`src/design/hsvis_pkg.sv`:
```
// ----------------------------------------------------------------------------
// hsvis_pkg
// shared widths, constants, codes and types of the hsv illumination shader
// ----------------------------------------------------------------------------
package hsvis_pkg;

  localparam int FRAC_BITS = 12;
  localparam int CW        = FRAC_BITS + 1;     // channel width, Q1.FRAC
  localparam int IW        = FRAC_BITS + 2;     // intensity width, signed
  localparam int QW        = FRAC_BITS + 1;     // quotient bits, one per divider stage
  localparam int RW        = FRAC_BITS + 2;     // divider remainder width
  localparam int HW        = FRAC_BITS + 3;     // hue width, sector and fraction
  localparam int PW        = 2 * CW;            // 13x13 product width
  localparam int WW        = 2 * FRAC_BITS + 1; // width of one squared
  localparam int LW        = CW + WW;           // long product width

  localparam logic [CW-1:0] ONE      = CW'(1) << FRAC_BITS;
  localparam logic [PW-1:0] HALF     = PW'(1) << (FRAC_BITS - 1);
  localparam logic [WW-1:0] ONE_SQ   = WW'(1) << (2 * FRAC_BITS);
  localparam logic [LW-1:0] HALF_SQ  = LW'(1) << (2 * FRAC_BITS - 1);
  localparam logic [HW-1:0] HUE_WRAP = HW'(6) << FRAC_BITS;

  // which channel holds the maximum
  localparam logic [1:0] SEL_RED   = 2'd0;
  localparam logic [1:0] SEL_GREEN = 2'd1;
  localparam logic [1:0] SEL_BLUE  = 2'd2;

  // configuration register indexes
  localparam logic [1:0] REG_BRIGHT_SAT = 2'd0;
  localparam logic [1:0] REG_BRIGHT_VAL = 2'd1;
  localparam logic [1:0] REG_DARK_SAT   = 2'd2;
  localparam logic [1:0] REG_DARK_VAL   = 2'd3;

  // per-item sideband carried alongside the dividers
  typedef struct packed {
    logic [CW-1:0] r;
    logic [CW-1:0] g;
    logic [CW-1:0] b;
    logic [CW-1:0] cmax;
    logic          delta_zero;
    logic [2:0]    base;
    logic          hneg;
    logic [CW-1:0] w;
    logic          neg;
    logic          pass;
  } side_t;

  function automatic logic [CW-1:0] sat_one(input logic [CW-1:0] x);
    sat_one = (x > ONE) ? ONE : x;
  endfunction

endpackage

```
`src/design/hsvis_div.sv`:
```
// ----------------------------------------------------------------------------
// hsvis_div
// pipelined restoring divider, (num << FRAC_BITS) / den, one quotient bit a stage
// ----------------------------------------------------------------------------
module hsvis_div (
  input  logic                        clk,
  input  logic [hsvis_pkg::QW-1:0]    en,
  input  logic [hsvis_pkg::CW-1:0]    num,
  input  logic [hsvis_pkg::CW-1:0]    den,
  output logic [hsvis_pkg::QW-1:0]    quo
);

  logic [hsvis_pkg::RW-1:0] rem  [hsvis_pkg::QW];
  logic [hsvis_pkg::QW-1:0] qacc [hsvis_pkg::QW];
  logic [hsvis_pkg::CW-1:0] dens [hsvis_pkg::QW];

  // num <= den, so the quotient fits in QW bits
  always_ff @(posedge clk) begin
    if (en[0]) begin
      if (hsvis_pkg::RW'(num) >= hsvis_pkg::RW'(den)) begin
        rem[0]  <= (hsvis_pkg::RW'(num) - hsvis_pkg::RW'(den)) << 1;
        qacc[0] <= hsvis_pkg::QW'(1);
      end else begin
        rem[0]  <= hsvis_pkg::RW'(num) << 1;
        qacc[0] <= '0;
      end
      dens[0] <= den;
    end
  end

  for (genvar j = 1; j < hsvis_pkg::QW; j++) begin : g_stage
    always_ff @(posedge clk) begin
      if (en[j]) begin
        if (rem[j-1] >= hsvis_pkg::RW'(dens[j-1])) begin
          rem[j]  <= (rem[j-1] - hsvis_pkg::RW'(dens[j-1])) << 1;
          qacc[j] <= {qacc[j-1][hsvis_pkg::QW-2:0], 1'b1};
        end else begin
          rem[j]  <= rem[j-1] << 1;
          qacc[j] <= {qacc[j-1][hsvis_pkg::QW-2:0], 1'b0};
        end
        dens[j] <= dens[j-1];
      end
    end
  end

  assign quo = qacc[hsvis_pkg::QW-1];

endmodule

```
`config.mk`:
```
export PLATFORM = sky130hd
export DESIGN_NAME = hsvis_div
export DESIGN_NICKNAME = d
export VERILOG_FILES = /design/src/design/hsvis_pkg.sv /design/src/design/hsvis_div.sv
export SDC_FILE = /design/constraint.sdc
export NUM_CORES = 1
export LEC_CHECK = 0
export BUFFER_PORTS_ARGS = -buffer_cell sky130_fd_sc_hd__buf_2
export CORE_ASPECT_RATIO = 1.1
export CORE_MARGIN = 2
export CORE_UTILIZATION = 54
export DETAILED_ROUTE_END_ITERATION = 16
export HOLD_SLACK_MARGIN = 0.02
export PLACE_DENSITY = 0.75
export SLEW_MARGIN = 20
export SYNTH_ARGS = -nofsm -noshare
export SYNTH_HDL_FRONTEND = slang
export SYNTH_SLANG_ARGS = --single-unit
```
`constraint.sdc`:
```
create_clock -name clk -period 3.05 [get_ports clk]
set_input_delay 0.305 -clock clk [delete_from_list [all_inputs] [get_ports clk]]
set_output_delay 0.305 -clock clk [all_outputs]
set_load 0.02 [all_outputs]
```
== Word level (Yosys, flattened, before mapping) ==
Memory sizes are Yosys's and may differ from the RTL's.
Cells that the tools add are included.
W data, S select, Z words.

* Latch bits: 0
* Input bits: 40
* Memories: 3
* Register bits: 0
* Output and inout bits: 13
* RAM bits: 507
* Memory bits (read-only): 0

* Muxes and demuxes: 130
* Multiply operators: 0
* $add $sub $neg: 13
* Divide/modulo/power cells: 0
* Bitwise operators: 26
* Eq/ne operators: 0
* Order comparisons: 13
* Shift-type cells: 0
* Reduce and logical (&&, ||, !) cells: 0

{| class="wikitable"
|+ Memory list
! name !! depth !! bits a word !! rd ports !! clocked after memory_dff !! wr ports !! RTL line !! RTL
|-
| dens || 13 || 13 || 12 || 0 || 13 || hsvis_div.sv:15 || <nowiki>logic [hsvis_pkg::CW-1:0] dens [hsvis_pkg::QW];</nowiki>
|-
| qacc || 13 || 13 || 13 || 0 || 13 || hsvis_div.sv:14 || <nowiki>logic [hsvis_pkg::QW-1:0] qacc [hsvis_pkg::QW];</nowiki>
|-
| rem || 13 || 13 || 12 || 0 || 13 || hsvis_div.sv:13 || <nowiki>logic [hsvis_pkg::RW-1:0] rem [hsvis_pkg::QW];</nowiki>
|}

{| class="wikitable"
|+ Operators by type and width
! kind !! count
|-
| $mux W13 || 26
|-
| $sub A13 B13 Y13 || 13
|-
| $ge A14 B13 Y1 || 12
|-
| $mux W1 || 104
|-
| $or A1 B1 Y1 || 26
|-
| $ge A13 B13 Y1 || 1
|}

== Logic depth before layout (Yosys ltp) ==
An unclocked memory read counts as a cell.

* Depth in word-level cells: 6
* Gate-level depth with buffers: 11
* Depth with buffers taken out: 10

== Least setup slack after synthesis ==
Ideal clock, no wire load.

* Path kind: register -> register
* Start point: memory rem[0][27] in the netlist's numbering
* End point: memory rem[0][44] in the netlist's numbering, data pin
* Clock period less this slack: 2.793 ns
* Stages on the path, launching flop included: 10
* Slack: 0.257 ns
* Required time: 2.790 ns
* Arrival: 2.533 ns
* Cell sequence: edfxtp_1 -> ha_1 -> nor2b_4 -> o31ai_4 -> a21oi_2 -> a2111oi_4 -> a2111oi_2 -> a211oi_2 -> buf_6 -> mux2_4

{| class="wikitable"
|+ RTL lines
! what !! RTL line
|-
| start, declared || hsvis_div.sv:13
|}

==> out/results.ini <==
[setup_path]
worstSetupStartpointType = primary input
crit_arrival_ns = 3.23
cp-end-kind = register
cp.required_ns = 3.36
path_max_fanout = 14
crit_type = in2reg

[clock_network]
clockBufferDepth = 3
clockRootBuffer = clkbuf_16
cts_max_level = 2
clock_latency_ns = 0.56
numCtsBuffers = 41
cts_sinks = 403
clk_pin_slew_ns = 0.06
cts_tree = built

[placement]
place_area_mm2 = 0.02345
placed_cells_incl_taps = 2412
port_buffers = 52
place_hpwl_um = 31520
place_congestion = 0.9033

[synthesis]
synth_fp_nets = 2026
synth_top_area_frac = 0.5375
synth.area.top_cells = edfxtp_1 54%, ha_1 9.4%, mux2_2 4.9%, inv_1 3.5%, xnor2_1 2.7%
synthFlopType = edfxtp_1
async_flop_share = 0
syn-cell-area_mm2 = 0.02240
synth.distinct_cells = 73
avgSynthCellArea_um2 = 12.40
syn_inst = 1806
ys_ff_latch = 403
yosys.area.top_type = edfxtp_1
yosys_warnings = 0
synth.yosys.seq_area_share = 0.5393
synth-edff-count = 401

[timing]
fin_crit_sh = 0.9581
relSlewSlack = 0.5810
finalHoldViolations = 0
drv_slew = 0
clock.fmax_ghz = 0.3422
setup_viol = 0
skew_ns = 0.03245
hold_slack_ns = 0.07432
tightest_slew_ns = 0.6272
post-route-min-period_ns = 2.922

[final_layout]
nets = 2130
area_growth_pct = 11.28
drive_gt1_frac = 0.1582
final_area_mm2 = 0.02493
final_util = 0.6067
fin_cells = 2500
diodes = 0

[grt]
grt_pass1_wl_um = 66920
grt_overflow = 0
grt_max_degree = 39
grt_pass1_vias = 13710
grt_usage = 0.1947
antenna_found_initial = 0

[floorplanning]
initial_core_util = 0.5453
die_w_um = 198.2
die-area_mm2 = 0.04313
ios = 53
die_h_um = 217.6
design.core.area_mm2 = 0.04109
rows = 78

[power]
power.total_mw = 22.06
powerDensity_mw_per_mm2 = 884.8
ir_worst_vdd_mv = 0.4655
total_leakage_power_nw = 10.15

[job]
maxCapViolations = 0

[detailed_routing]
firstDrtPassIters = 5
vias = 13750
wire_per_inst_um = 16.50
drt_iter0_drc = 903
wl_um = 41240
final_antenna_net_count = 0
route.detailed.drc = 0
via_per_inst = 5.500

[status]
status = completed

[min_path]
min_path_type = in2reg

worst max-delay path, cell delays in order:
cell           delay [ns]
dlygate4sd3_1        0.52
buf_2                0.14
inv_1                0.05
ha_1                 0.28
nor2b_1              0.15
o31a_2               0.31
nor4_1               0.35
o31ai_1              0.17
o211ai_1             0.20
and4b_1              0.26
buf_12               0.16
mux2_2               0.34
metrics by stage:
stage / TNS [ns] / worst slack (ns)
floorplan: 0 / 0.2568
global placement: 0 / 0.1665
detailed placement: 0 / 0.05858
CTS: 0 / 0.03805
global route: -0.009782 / -0.004110
finish: 0 / 0.1279
state kept, by name, indices dropped and copies added (netlist names):
name,count
dens,156
rem,156
qacc,91
cell usage in the layout, fill, tap and decap left out, types with 17 or more instances in the layout:
| master | Yosys | routed |
|---|---|---|
| a21o_1 | 55 | 55 |
| a21oi_1 | 86 | 85 |
| and2_1 | 17 | 17 |
| buf_2 | 4 | 52 |
| buf_4 | 17 | 32 |
| clkbuf_16 | 0 | 41 |
| edfxtp_1 | 401 | 401 |
| ha_1 | 168 | 168 |
| inv_1 | 209 | 209 |
| mux2_2 | 97 | 97 |
| mux2_4 | 21 | 21 |
| mux2i_1 | 22 | 22 |
| nand2_1 | 67 | 67 |
| nand2b_1 | 26 | 26 |
| nand3_1 | 25 | 25 |
| nand4_1 | 22 | 22 |
| nor2_1 | 115 | 115 |
| nor2b_1 | 25 | 25 |
| nor3_1 | 23 | 23 |
| o21a_1 | 27 | 27 |
| o21ai_0 | 63 | 63 |
| xnor2_1 | 69 | 69 |
| xor2_1 | 28 | 28 |
cell type report:
class,count,area [µm²]
clock buffers,51,1074
clock inverters,22,227.7
fillers,3143,16160
inverters,209,784.5
multi-input cells,1150,9288
flip-flops and latches,403,12080
well taps,560,700.7
repair buffers,105,773.2
cells in the mapped netlist (6+ instances only):
| library cell | number |
|---|---|
| nand3_1 | 25 |
| nand2b_1 | 26 |
| o21bai_1 | 9 |
| o21a_1 | 27 |
| o311ai_0 | 6 |
| a211oi_1 | 11 |
| and4_1 | 6 |
| nor2_1 | 115 |
| a21oi_1 | 86 |
| o21ai_0 | 63 |
| or3_1 | 6 |
| clkbuf_1 | 19 |
| o31a_1 | 8 |
| nand2_1 | 67 |
| fa_1 | 12 |
| ha_1 | 168 |
| inv_1 | 209 |
| mux2_2 | 97 |
| xor2_1 | 28 |
| and2_1 | 17 |
| a21o_1 | 55 |
| mux2i_1 | 22 |
| nor3_1 | 23 |
| buf_4 | 17 |
| a21boi_0 | 12 |
| nand4_1 | 22 |
| a31oi_1 | 8 |
| edfxtp_1 | 401 |
| xnor2_1 | 69 |
| nor2b_1 | 25 |
| o211ai_1 | 7 |
| and3_1 | 10 |
| o31ai_1 | 7 |
| mux2_4 | 21 |
| nand3b_1 | 8 |
logic make-up after synthesis:
family | Yosys count | share of synthesized area
AOI/OAI and AO/OA | 350 | 0.1102
xor gates and xnor gates | 97 | 0.03792
adders and majority gates | 180 | 0.1046
buffers and inverters | 253 | 0.04680
DFF | 403 | 0.5393
muxes | 142 | 0.07367
and+or+nand+nor | 381 | 0.08752
per-layer routing:
metal	wire (µm)	global-route usage	part of all wire	vias up
met5	0	0	0	-
met4	1205	0.06717	0.029	0
met3	1901	0.03356	0.046	82
met2	20390	0.3449	0.49	324
met1	17750	0.2397	0.43	6554
li1	-	-	-	6791
repair_timing:
action                     4_1_cts  5_1_grt
hold buffers                    13        0
hold endpoints to repair        13        0
gates resized for setup          0        7
setup endpoints to repair        0       39
buffers inserted                 0        2
power by group:
group | total [mW] | internal [mW] | switching [mW]
registers | 8.48 | 7.75 | 0.737
logic | 8.72 | 4.40 | 4.31
clock network | 4.86 | 2.85 | 2.01
worst paths after layout:
check                            startpoint     endpoint  slack [ns]  cells past startpoint
worst min-delay path                 num[9]    rem[0][9]        0.07                      2
worst min register to register  qacc[0][84]  qacc[0][98]        0.41                      0
worst max register to register   rem[0][15]   rem[0][30]        0.13                      9
worst max-delay path                 den[1]    rem[0][4]        0.13                     12
Power figures use the tool's default switching activity.
